**config.mk**
```make
export PLATFORM = sky130hd
export DESIGN_NAME = tcs_select
export DESIGN_NICKNAME = d
export VERILOG_FILES = /design/src/design/tcs_pkg.sv /design/src/design/tcs_select.sv
export SDC_FILE = /design/constraint.sdc
export NUM_CORES = 2
export LEC_CHECK = 0
export BUFFER_PORTS_ARGS = -buffer_cell sky130_fd_sc_hd__buf_2
export CAP_MARGIN = 10
export CORE_ASPECT_RATIO = 2
export CORE_MARGIN = 3
export CORE_UTILIZATION = 55
export DETAILED_ROUTE_END_ITERATION = 8
export GPL_ROUTABILITY_DRIVEN = 0
export PLACE_DENSITY = 0.78
export SYNTH_ARGS = -nofsm -noshare
export SYNTH_HDL_FRONTEND = slang
export SYNTH_SLANG_ARGS = --single-unit
```
**constraint.sdc**
```tcl
create_clock -name clock -period 10.6 [get_ports clock]
set_clock_uncertainty 0.1 [all_clocks]
set_input_delay 0.53 -clock clock [delete_from_list [all_inputs] [get_ports clock]]
set_output_delay 0.53 -clock clock [all_outputs]
set_load 0.02 [all_outputs]
```
**src/design/tcs_pkg.sv**
```systemverilog
// shared types, constants and helpers of the transient class scorer
package tcs_pkg;

   // configuration register indexes
   typedef enum logic [2:0] {
      CSR_KICK       = 3'd0,
      CSR_SNARE      = 3'd1,
      CSR_HIHAT      = 3'd2,
      CSR_TONAL      = 3'd3,
      CSR_PERCUSSION = 3'd4,
      CSR_MIN_CONF   = 3'd5
   } csr_index_type;

   // result class codes
   typedef enum logic [2:0] {
      CLASS_NONE       = 3'd0,
      CLASS_KICK       = 3'd1,
      CLASS_SNARE      = 3'd2,
      CLASS_HIHAT      = 3'd3,
      CLASS_TONAL      = 3'd4,
      CLASS_PERCUSSION = 3'd5
   } class_code_type;

   localparam int unsigned NUM_TERMS = 13;
   localparam logic [16:0] ONE_Q15 = 17'd32768;

   // reciprocals of the ramp softness values, rounded to nearest
   localparam logic [26:0] R_0P2    = 27'd327680;
   localparam logic [26:0] R_0P15   = 27'd436907;
   localparam logic [26:0] R_100MS  = 27'd21474836;
   localparam logic [26:0] R_150MS  = 27'd14316558;
   localparam logic [26:0] R_20MS   = 27'd107374182;
   localparam logic [26:0] R_300HZ  = 27'd7158279;
   localparam logic [26:0] R_1000HZ = 27'd2147484;

   // one ramp term before the multiply: distance outside the edge
   typedef struct packed {
      logic        hit;
      logic [16:0] gap;
      logic [26:0] recip;
   } term_req_type;

   // gates carried along the pipeline
   typedef struct packed {
      logic kick;
      logic snare;
      logic hihat;
      logic tonal;
   } gate_type;

   typedef struct packed {
      logic [63:0] kick;
      logic [63:0] snare;
      logic [31:0] hihat;
      logic [47:0] tonal;
      logic [63:0] perc;
      logic [15:0] min_conf;
   } csr_type;

   function automatic logic [15:0] slice16(input logic [63:0] r, input int unsigned k);
      slice16 = r[16*k +: 16];
   endfunction

   // distance outside a lower edge
   function automatic term_req_type above_req(input logic [16:0] v, input logic [16:0] thr,
                                              input logic [26:0] rc);
      term_req_type t;
      t.hit   = (v >= thr);
      t.gap   = thr - v;
      t.recip = rc;
      above_req = t;
   endfunction

   // distance outside an upper edge
   function automatic term_req_type below_req(input logic [16:0] v, input logic [16:0] thr,
                                              input logic [26:0] rc);
      term_req_type t;
      t.hit   = (v <= thr);
      t.gap   = v - thr;
      t.recip = rc;
      below_req = t;
   endfunction

   // distance outside a range; inverted range measures below lo from lo
   function automatic term_req_type range_req(input logic [16:0] v, input logic [16:0] lo,
                                              input logic [16:0] hi, input logic [26:0] rc);
      term_req_type t;
      t.hit   = (v >= lo) && (v <= hi);
      t.gap   = (v < lo) ? (lo - v) : (v - hi);
      t.recip = rc;
      range_req = t;
   endfunction

endpackage

```
**src/design/tcs_select.sv**
```systemverilog
// back stages: class means, then best class and confidence
module tcs_select (
   input  logic                                     clock,
   input  logic                                     reset,
   input  logic                                     adv,
   input  logic                                     in_valid,
   input  tcs_pkg::gate_type                        gate,
   input  logic [tcs_pkg::NUM_TERMS-1:0][16:0]      term,
   input  logic [15:0]                              min_conf,
   output logic                                     out_valid,
   output logic [2:0]                               class_code,
   output logic [15:0]                              confidence
);
   import tcs_pkg::*;

   logic [4:0][16:0] score_in, score_ff;
   logic             v3_ff, v4_ff;
   logic [2:0]       code_in, code_ff;
   logic [15:0]      conf_in, conf_ff;
   logic [18:0]      s_kick, s_snare, s_perc;
   logic [17:0]      s_hihat, s_tonal;

   // divide by three through reciprocal multiply (sum < 98305)
   function automatic logic [16:0] div3(input logic [18:0] s);
      logic [37:0] p;
      p = {19'b0, s} * 38'd174763;
      div3 = p[35:19];
   endfunction

   // class means, gated for every class but percussion
   always_comb begin
      s_kick  = {2'b0, term[0]} + {2'b0, term[1]} + {2'b0, term[2]};
      s_snare = {2'b0, term[3]} + {2'b0, term[4]} + {2'b0, term[5]};
      s_hihat = {1'b0, term[6]} + {1'b0, term[7]};
      s_tonal = {1'b0, term[8]} + {1'b0, term[9]};
      s_perc  = {2'b0, term[10]} + {2'b0, term[11]} + {2'b0, term[12]};
      score_in[0] = gate.kick  ? div3(s_kick)  : 17'd0;
      score_in[1] = gate.snare ? div3(s_snare) : 17'd0;
      score_in[2] = gate.hihat ? s_hihat[17:1] : 17'd0;
      score_in[3] = gate.tonal ? s_tonal[17:1] : 17'd0;
      score_in[4] = div3(s_perc);
   end

   // first strict maximum wins
   always_comb begin
      logic [16:0] best;
      logic [2:0]  idx;
      best = 17'd0;
      idx  = CLASS_NONE;
      for (int i = 0; i < 5; i++) begin
         if (score_ff[i] > best) begin
            best = score_ff[i];
            idx  = 3'(i + 1);
         end
      end
      if (best >= {1'b0, min_conf}) begin
         code_in = idx;
         conf_in = best[15:0];
      end else begin
         code_in = CLASS_NONE;
         conf_in = 16'(ONE_Q15 - best);
      end
   end

   always_ff @(posedge clock) begin
      if (reset) begin
         v3_ff <= 1'b0;
         v4_ff <= 1'b0;
      end else if (adv) begin
         v3_ff <= in_valid;
         v4_ff <= v3_ff;
      end
   end

   always_ff @(posedge clock) begin
      if (adv) begin
         score_ff <= score_in;
         code_ff  <= code_in;
         conf_ff  <= conf_in;
      end
   end

   assign out_valid  = v4_ff;
   assign class_code = code_ff;
   assign confidence = conf_ff;
endmodule

```
==> qor.yml <==
route:
  post_drt_wl_per_cell_um: 17.7
  viasPerCell: 5.61
  ant_nets: 0
  drtPass1Iterations: 5
  drt_iter0_markers: 1000
  drc_errors: 0
  wirelength_um: 69500
  vias: 21900
critical_path:
  cp_max_fo: 14
  worst-path-buf-inv: 5
  reg2reg_setup_slack_ns: 0.33
  cp_common_cell: "ha_1"
  worstRegToRegCells: 44
  start_kind: "flip-flop"
  endpoint_kind: "flip-flop"
  crit_slowest_cell: "or4_4"
  r2r_end: "confidence[4]"
  cpPeakStageDelay_ns: 0.52
  path_delay_family: "simple AND/OR/NAND/NOR gates"
  crit_type: "reg2reg"
  arrival_ns: 10.35
  rr_startpoint: "score_ff[24]"
  crit_required_ns: 10.68
layout:
  final_nets: 4546
  layout-area-overhead-vs-synth_pct: 10.9
  layout.cells.non_filler: 3914
  drive_gt1_share_pct: 13.1
  fillers: 4174
  n_antenna_cell: 0
  multi_input_area_sq_mm: 0.0229
  seqCellArea_sq_mm: 0.00316
clock_network:
  hold_buffers: 0
  h-tree-depth: 3
  cts-buffers-inserted: 9
  clk_latency_ns: 0.36
  clk_pin_slew_ns: 0.09
  cts_tree: "yes"
  clockBufferDepth: 2
  root_buffer: "clkbuf_16"
  clock_sinks: 106
synth:
  seq_area_frac_synth_pct: 11.0
  synthCells: 2926
  synth_area_sq_mm: 0.0287
  ys_top_cells_by_count: "inv_1, ha_1, fa_1, a21oi_1, nor2_1"
  synth_most_common_cell: "inv_1"
  synth_nets: 4217
  synth_area_leader_cell: "fa_1"
  ys.flop_type: "edfxtp_1"
  synth-seq-cells: 106
  syn_avg_cell_area_sq_um: 9.80
  yosysUniqueCellTypes: 91
  synth_edf_count: 104
  async_flop_share_pct: 0
  synth_top_cell_area_share_pct: 28.6
  synth.area.top_cells: "fa_1, ha_1, edfxtp_1"
  ys_warn_count: 0
timing:
  fmax_mhz: 97.4
  hold_viol: 0
  drv_slew: 0
  worstMarginPinSlew_ns: 0.911
  finalCriticalPeriod_ns: 10.27
  slew_headroom_pct: 38.8
  post-route-period-util_pct: 96.9
  setup_violations: 0
floorplanning:
  row_count: 117
  dieHeight_um: 329
  io_pins: 265
  core_sq_mm: 0.0512
  die_w_um: 167
  die_area_sq_mm: 0.0551
  start_util_pct: 55.9
min_path:
  holdPathEnd: "out_valid"
  min_from: "reset"
  holdPathStages: 2
  min_path_type: "in2reg"
run:
  cap_violations: 0
placed_design:
  dp_hpwl_um: 61800
  dp_cells: 3874
  port_buffers: 264
grt:
  grt_max_degree: 69
  antenna_found_initial: 1
  grt_first_pass_wirelength_um: 111000
  grt_overflow: 0
  grt_pass1_vias: 23800
  track_usage_pct: 25.0
outcome:
  status: "finished clean"
## cell type report
cell class | instances | share of cell area (%)
Multi-Input combinational cell | 2086 | 72.1
Clock buffer | 9 | 0.708
Inverter | 714 | 8.43
Clock inverter | 7 | 0.295
Tap cell | 654 | 2.57
Sequential cell | 106 | 9.95
Timing Repair Buffer | 338 | 5.92
## worst max path at each step
stage	start	to	cells after the start
floorplan	score_ff[25]	confidence[9]	51
global placement	score_ff[32]	confidence[8]	45
detailed placement	score_ff[32]	confidence[11]	45
CTS	score_ff[27]	confidence[5]	44
global route	score_ff[8]	confidence[4]	47
finish	score_ff[24]	confidence[4]	44
## cell families after synthesis
group | Yosys count | share of synthesized area, %
compound gates | 414 | 9.66
xor+xnor | 127 | 3.93
fa+ha+maj | 1046 | 56.4
buf+inv | 737 | 9.77
flops | 106 | 11.0
mux | 8 | 0.279
simple gates | 488 | 8.93
## sequential cells by signal, indices dropped and copies added (netlist names)
signal,cells
class_code,3
confidence,16
out_valid,1
score_ff,85
v3_ff,1
## per-stage QoR
| step | setup TNS [ns] | worst slack (ns) | hold WS (ns) | area [sq um] | utilization, % |
|---|---|---|---|---|---|
| finish | 0 | 0.328 | 0.235 | 31800 | 62.0 |
| detailed placement | -1.87 | -0.190 | 0.406 | 31100 | 60.7 |
| global route | -2.34 | -0.209 | 0.244 | 31800 | 62.0 |
| global placement | -0.237 | -0.0546 | 0.370 | 31100 | 60.7 |
| CTS | 0 | 0.00408 | 0.233 | 31400 | 61.3 |
| floorplan | 0 | 0.0129 | 0.360 | 28700 | - |
## cell usage in the layout (no fill, tap or decap), types with 36 or more instances in the layout
master and n:
fa_1 410, o21ai_0 71, buf_4 74, xnor2_1 95, edfxtp_1 104, and2_1 54
inv_1 714, ha_1 636, a21oi_1 104, a21o_1 36, nand2_1 88, buf_2 263
nor3_1 43, nor2_1 114, nand3_1 41
## timing repair
| action | CTS | global route |
|---|---|---|
| cloned | 0 | 3 |
| resized for setup | 2 | 46 |
| setup endpoints to repair | 15 | 18 |
| buffers inserted | 0 | 21 |
| pin swaps | 0 | 17 |
## layer usage
| layer | vias up | global-route usage, % | share of wire [%] |
|---|---|---|---|
| li1 | 10300 | - | - |
| met1 | 10600 | 22.6 | 31 |
| met2 | 656 | 49.8 | 56 |
| met3 | 350 | 2.68 | 3.4 |
| met4 | 2 | 18.0 | 9.1 |
| met5 | - | 0 | 0.029 |
Power is not shown: default switching activity piles up to over one toggle a cycle in this logic, so the estimate is an artifact.
