$ cat config.mk
export PLATFORM = sky130hd
export DESIGN_NAME = tcs_terms
export DESIGN_NICKNAME = d
export VERILOG_FILES = /design/src/design/tcs_pkg.sv /design/src/design/tcs_terms.sv
export SDC_FILE = /design/constraint.sdc
export NUM_CORES = 2
export LEC_CHECK = 0
export CAP_MARGIN = 10
export CORE_ASPECT_RATIO = 1.4
export CORE_MARGIN = 2
export CORE_UTILIZATION = 54
export DETAILED_ROUTE_END_ITERATION = 6
export DONT_BUFFER_PORTS = 1
export PLACE_DENSITY = 0.69
export SYNTH_ARGS = -nofsm -noshare
export SYNTH_HDL_FRONTEND = slang
export SYNTH_SLANG_ARGS = --single-unit
$ cat constraint.sdc
create_clock -name clock -period 7.4 [get_ports clock]
set_clock_uncertainty 0.1 [all_clocks]
set_input_delay 1.48 -clock clock [delete_from_list [all_inputs] [get_ports clock]]
set_output_delay 1.48 -clock clock [all_outputs]
set_load 0.1 [all_outputs]
$ cat src/design/tcs_pkg.sv
// shared types, constants and helpers of the transient class scorer
package tcs_pkg;

   // configuration register indexes
   typedef enum logic [2:0] {
      CSR_KICK       = 3'd0,
      CSR_SNARE      = 3'd1,
      CSR_HIHAT      = 3'd2,
      CSR_TONAL      = 3'd3,
      CSR_PERCUSSION = 3'd4,
      CSR_MIN_CONF   = 3'd5
   } csr_index_type;

   // result class codes
   typedef enum logic [2:0] {
      CLASS_NONE       = 3'd0,
      CLASS_KICK       = 3'd1,
      CLASS_SNARE      = 3'd2,
      CLASS_HIHAT      = 3'd3,
      CLASS_TONAL      = 3'd4,
      CLASS_PERCUSSION = 3'd5
   } class_code_type;

   localparam int unsigned NUM_TERMS = 13;
   localparam logic [16:0] ONE_Q15 = 17'd32768;

   // reciprocals of the ramp softness values, rounded to nearest
   localparam logic [26:0] R_0P2    = 27'd327680;
   localparam logic [26:0] R_0P15   = 27'd436907;
   localparam logic [26:0] R_100MS  = 27'd21474836;
   localparam logic [26:0] R_150MS  = 27'd14316558;
   localparam logic [26:0] R_20MS   = 27'd107374182;
   localparam logic [26:0] R_300HZ  = 27'd7158279;
   localparam logic [26:0] R_1000HZ = 27'd2147484;

   // one ramp term before the multiply: distance outside the edge
   typedef struct packed {
      logic        hit;
      logic [16:0] gap;
      logic [26:0] recip;
   } term_req_type;

   // gates carried along the pipeline
   typedef struct packed {
      logic kick;
      logic snare;
      logic hihat;
      logic tonal;
   } gate_type;

   typedef struct packed {
      logic [63:0] kick;
      logic [63:0] snare;
      logic [31:0] hihat;
      logic [47:0] tonal;
      logic [63:0] perc;
      logic [15:0] min_conf;
   } csr_type;

   function automatic logic [15:0] slice16(input logic [63:0] r, input int unsigned k);
      slice16 = r[16*k +: 16];
   endfunction

   // distance outside a lower edge
   function automatic term_req_type above_req(input logic [16:0] v, input logic [16:0] thr,
                                              input logic [26:0] rc);
      term_req_type t;
      t.hit   = (v >= thr);
      t.gap   = thr - v;
      t.recip = rc;
      above_req = t;
   endfunction

   // distance outside an upper edge
   function automatic term_req_type below_req(input logic [16:0] v, input logic [16:0] thr,
                                              input logic [26:0] rc);
      term_req_type t;
      t.hit   = (v <= thr);
      t.gap   = v - thr;
      t.recip = rc;
      below_req = t;
   endfunction

   // distance outside a range; inverted range measures below lo from lo
   function automatic term_req_type range_req(input logic [16:0] v, input logic [16:0] lo,
                                              input logic [16:0] hi, input logic [26:0] rc);
      term_req_type t;
      t.hit   = (v >= lo) && (v <= hi);
      t.gap   = (v < lo) ? (lo - v) : (v - hi);
      t.recip = rc;
      range_req = t;
   endfunction

endpackage

$ cat src/design/tcs_terms.sv
// front stage: gates and ramp distances, then registered ramp products
module tcs_terms (
   input  logic                                     clock,
   input  logic                                     reset,
   input  logic                                     adv,
   input  logic                                     in_valid,
   input  tcs_pkg::csr_type                         csr,
   input  logic [15:0]                              b0,
   input  logic [15:0]                              b1,
   input  logic [15:0]                              b2,
   input  logic [15:0]                              b3,
   input  logic [15:0]                              flat,
   input  logic [14:0]                              cent,
   input  logic [15:0]                              decay,
   input  logic [15:0]                              attack,
   output logic                                     out_valid,
   output tcs_pkg::gate_type                        out_gate,
   output logic [tcs_pkg::NUM_TERMS-1:0][16:0]      out_term
);
   import tcs_pkg::*;

   term_req_type [NUM_TERMS-1:0] req_in, req_ff;
   gate_type                     gate_in, gate1_ff, gate2_ff;
   logic                         v1_ff, v2_ff;
   logic [NUM_TERMS-1:0][16:0]   term_in, term_ff;
   logic [16:0]                  body, kthr;

   // distances and gates
   always_comb begin
      body = {1'b0, b1} + {1'b0, b2};
      kthr = {1'b0, slice16(csr.kick, 0)};
      gate_in.kick  = ({2'b0, b0} * 19'd5) >= ({2'b0, kthr[15:0]} * 19'd3);
      gate_in.snare = {1'b0, b0} < kthr;
      gate_in.hihat = {b3, 1'b0} >= {1'b0, slice16(csr.hihat, 0)};
      gate_in.tonal = {1'b0, flat} <= {slice16(csr.tonal, 0), 1'b0};
      req_in[0]  = above_req({1'b0, b0}, kthr, R_0P2);
      req_in[1]  = range_req({1'b0, decay}, {1'b0, slice16(csr.kick, 1)},
                             {1'b0, slice16(csr.kick, 2)}, R_100MS);
      req_in[2]  = below_req({2'b0, cent}, {1'b0, slice16(csr.kick, 3)}, R_300HZ);
      req_in[3]  = above_req(body, {1'b0, slice16(csr.snare, 0)}, R_0P15);
      req_in[4]  = above_req({1'b0, flat}, {1'b0, slice16(csr.snare, 1)}, R_0P2);
      req_in[5]  = range_req({1'b0, decay}, {1'b0, slice16(csr.snare, 2)},
                             {1'b0, slice16(csr.snare, 3)}, R_150MS);
      req_in[6]  = above_req({1'b0, b3}, {1'b0, slice16(csr.hihat, 0)}, R_0P2);
      req_in[7]  = above_req({1'b0, flat}, {1'b0, slice16(csr.hihat, 1)}, R_0P2);
      req_in[8]  = below_req({1'b0, flat}, {1'b0, slice16(csr.tonal, 0)}, R_0P2);
      req_in[9]  = range_req({1'b0, attack}, {1'b0, slice16(csr.tonal, 1)},
                             {1'b0, slice16(csr.tonal, 2)}, R_20MS);
      req_in[10] = above_req(body, {1'b0, slice16(csr.perc, 0)}, R_0P2);
      req_in[11] = range_req({1'b0, decay}, {1'b0, slice16(csr.perc, 1)},
                             {1'b0, slice16(csr.perc, 2)}, R_150MS);
      req_in[12] = below_req({2'b0, cent}, {1'b0, slice16(csr.perc, 3)}, R_1000HZ);
   end

   // ramp products: one 17x27 multiply per term
   always_comb begin
      logic [43:0] prod;
      for (int i = 0; i < NUM_TERMS; i++) begin
         prod = {27'b0, req_ff[i].gap} * {17'b0, req_ff[i].recip};
         if (req_ff[i].hit)
            term_in[i] = ONE_Q15;
         else if (prod[43:16] >= {11'b0, ONE_Q15})
            term_in[i] = 17'd0;
         else
            term_in[i] = ONE_Q15 - prod[32:16];
      end
   end

   // valid bits
   always_ff @(posedge clock) begin
      if (reset) begin
         v1_ff <= 1'b0;
         v2_ff <= 1'b0;
      end else if (adv) begin
         v1_ff <= in_valid;
         v2_ff <= v1_ff;
      end
   end

   // payload registers
   always_ff @(posedge clock) begin
      if (adv) begin
         req_ff   <= req_in;
         gate1_ff <= gate_in;
         term_ff  <= term_in;
         gate2_ff <= gate1_ff;
      end
   end

   assign out_valid = v2_ff;
   assign out_gate  = gate2_ff;
   assign out_term  = term_ff;
endmodule

==> results.json <==
{
  "status": "complete, but fails checks",
  "violations": "slew limit",
  "drt_iter0_markers": 2887,
  "clk_latency_ps": 700,
  "fmax_mhz": 140,
  "setup_viol": 0,
  "coreArea_mm2": 0.146,
  "ant_nets": 0,
  "clockBufferDepth": 3,
  "vias": 60522,
  "synth_enable_flop_cells": 463,
  "numCtsBuffers": 54,
  "synth_cell_types": 93,
  "maxCapViolations": 0,
  "pin_count": 645,
  "cp_max_fo": 5,
  "hp-class": "reg2reg",
  "grt_overflow": 0,
  "htree_levels": 2,
  "cts_tree": "done",
  "hold_viol_final": 0,
  "synth_warnings": 0,
  "clockRootBuffer": "clkbuf_16",
  "track_usage": 0.293,
  "clk_pin_slew_ps": 70,
  "port_buffers": 0,
  "initial_core_util": 0.544,
  "ys_seq_area_frac": 0.175,
  "grt_pass1_wl_mm": 342,
  "routed_wirelength_mm": 221,
  "whs_ps": 326,
  "avgSynthCellArea_um2": 9.34,
  "endpoint_kind": "register",
  "nets": 11313,
  "grt_max_degree": 466,
  "synth_ff_type": "edfxtp_1",
  "fin_tns_setup_ps": 0,
  "layout-drive-gt1-share": 0.0298,
  "netlist_area_mm2": 0.0795,
  "die_w_um": 328,
  "ys_ff_latch": 465,
  "finalCritPeriodShare": 0.963,
  "via_per_inst": 5.74,
  "die_area_mm2": 0.150,
  "wl_per_cell_um": 21.0,
  "cp.arrival_ps": 7480,
  "firstDrtPassIters": 7,
  "required_ps": 7750,
  "worstSetupStartpointType": "register",
  "slew_headroom": -0.162,
  "period_needed_ps": 7130,
  "dpl.hpwl_mm": 192,
  "fill_cells": 12982,
  "async_flop_share": 0,
  "remaining_drc_errors": 0,
  "worstSetupPathType": "reg2reg",
  "slew_violations": 127,
  "gp_congestion": 0.988,
  "cts_sinks": 465,
  "tightest_slew_ps": 1740,
  "synth_cells": 8510,
  "rsz0062_at_grt": "no",
  "syn2layout_area_growth_pct": 5.85,
  "antenna_found_initial": 55,
  "rows": 166,
  "grt_pass1_vias": 62648,
  "die-height_um": 458
}
[area by class of cell]
class | instances | area, um^2 | area share
Sequential cell | 465 | 13900 | 0.166
Antenna cell | 29 | 72.6 | 0.000862
Inverter | 1730 | 6490 | 0.0772
Clock inverter | 41 | 548 | 0.00651
Timing Repair Buffer | 64 | 480 | 0.00571
Clock buffer | 58 | 1390 | 0.0165
Multi-Input combinational cell | 6226 | 58800 | 0.699
Tap cell | 1932 | 2420 | 0.0287
[stage by stage]
step,instance area [um^2],utilization,setup slack (ps),instances
final,84200,0.576,274,10545
after global routing,84100,0.575,1.98,10537
after detailed placement,82100,0.561,164,10414
after floorplan,79600,-,627,8522
after global placement,82100,0.561,210,10414
after CTS,84000,0.574,146,10513
[timing repair]
action / CTS / global route
hold buffers: 0 / 0
resized for setup: 0 / 22
setup buffers: 0 / 3
setup endpoints to repair: 0 / 55
[synthesized netlist by cell type (12+ instances only)]
cell type,instances,area share
nand4_1,98,0.0077
a21o_1,170,0.016
a211o_1,12,0.0013
nor2b_1,98,0.0077
nand3b_1,31,0.0029
nand3_1,164,0.010
nor3b_1,34,0.0032
nand2b_1,73,0.0057
or4_1,19,0.0018
or3_1,39,0.0031
nand2_1,329,0.016
o2111ai_1,16,0.0018
or2_2,33,0.0026
xnor2_1,307,0.034
o41ai_1,19,0.0021
fa_1,734,0.18
and2_1,40,0.0031
o21ai_0,293,0.018
a31oi_1,66,0.0052
mux2_2,12,0.0017
o21bai_1,45,0.0042
o311ai_0,12,0.0013
o211ai_1,36,0.0034
clkbuf_1,89,0.0042
a221oi_1,17,0.0019
o31ai_1,43,0.0041
xor2_1,172,0.019
nor2_1,580,0.027
and3_1,57,0.0045
a21boi_0,76,0.0072
nand4b_1,12,0.0013
a211oi_1,44,0.0042
nor4_1,62,0.0049
mux2i_1,80,0.010
ha_1,1619,0.25
inv_1,1730,0.082
nor3_1,165,0.010
edfxtp_1,463,0.17
o31a_1,19,0.0021
o21a_1,57,0.0054
a21oi_1,346,0.022
[path summary, 6_finish.rpt]
| path | slack, ps | startpoint | endpoint | cells after the start |
|---|---|---|---|---|
| worst max-delay path | 270 | req_ff[166] | out_term[61] | 24 |
| worst min-delay path | 330 | gate1_ff[3] | out_gate[3] | 0 |
| worst max register to register | 270 | req_ff[166] | out_term[61] | 24 |
| worst min register to register | 330 | gate1_ff[3] | out_gate[3] | 0 |
[logic make-up after synthesis]
logic type	share of synthesized area
compound gates	0.116
xor+xnor	0.0528
fa+ha+maj	0.440
buf+inv	0.0867
flops	0.175
mux	0.0118
other cells	0.0000472
simple gates	0.118
[sequential cells by signal (all words and copies together) (netlist names)]
signal and flops:
out_gate 4, gate1_ff 4, out_term 221, out_valid 1
req_ff 234, v1_ff 1
[per-layer routing]
layer,vias up,global-route usage,routed length [um]
met2,1515,0.542,115000
li1,29094,-,-
met4,58,0.169,14600
met1,29274,0.292,76600
met5,-,0,382
met3,581,0.0765,15300
[critical path, cell delays in order, from the launching register on]
cell and delay, ps:
edfxtp_1 470, ha_1 370, inv_1 80, fa_1 620, inv_1 100, fa_1 590
inv_1 130, fa_1 550, inv_1 50, fa_1 500, fa_1 420, ha_1 310
o21ai_0 80, a21oi_1 60, o21a_1 190, o22a_1 300, a21oi_1 280, xor2_1 320
ha_1 270, inv_1 70, a211o_1 320, nor2b_1 290, o221ai_1 180, xor2_1 160
nor2_1 50
[cell usage in the layout, fill, tap and decap left out, drive strengths merged, types with 40 or more instances in the layout]
cell / netlist / layout
xnor2: 307 / 307
and3: 57 / 57
a211oi: 45 / 45
a21o: 170 / 170
clkbuf: 89 / 58
edfxtp: 463 / 463
a31oi: 66 / 66
xor2: 172 / 172
nor2: 581 / 581
inv: 1730 / 1732
and2: 42 / 42
nor2b: 98 / 98
o31ai: 43 / 43
or3: 40 / 40
fa: 734 / 734
ha: 1619 / 1619
nand3: 164 / 164
nand2b: 73 / 73
o21bai: 45 / 45
nand2: 329 / 329
o21ai: 302 / 302
a21oi: 346 / 346
buf: 12 / 64
nand4: 98 / 98
a21boi: 77 / 77
mux2i: 80 / 80
nor3: 165 / 165
nor4: 62 / 62
o21a: 57 / 57
Power is not shown: default switching activity piles up to over one toggle a cycle in this logic, so the estimate is an artifact.
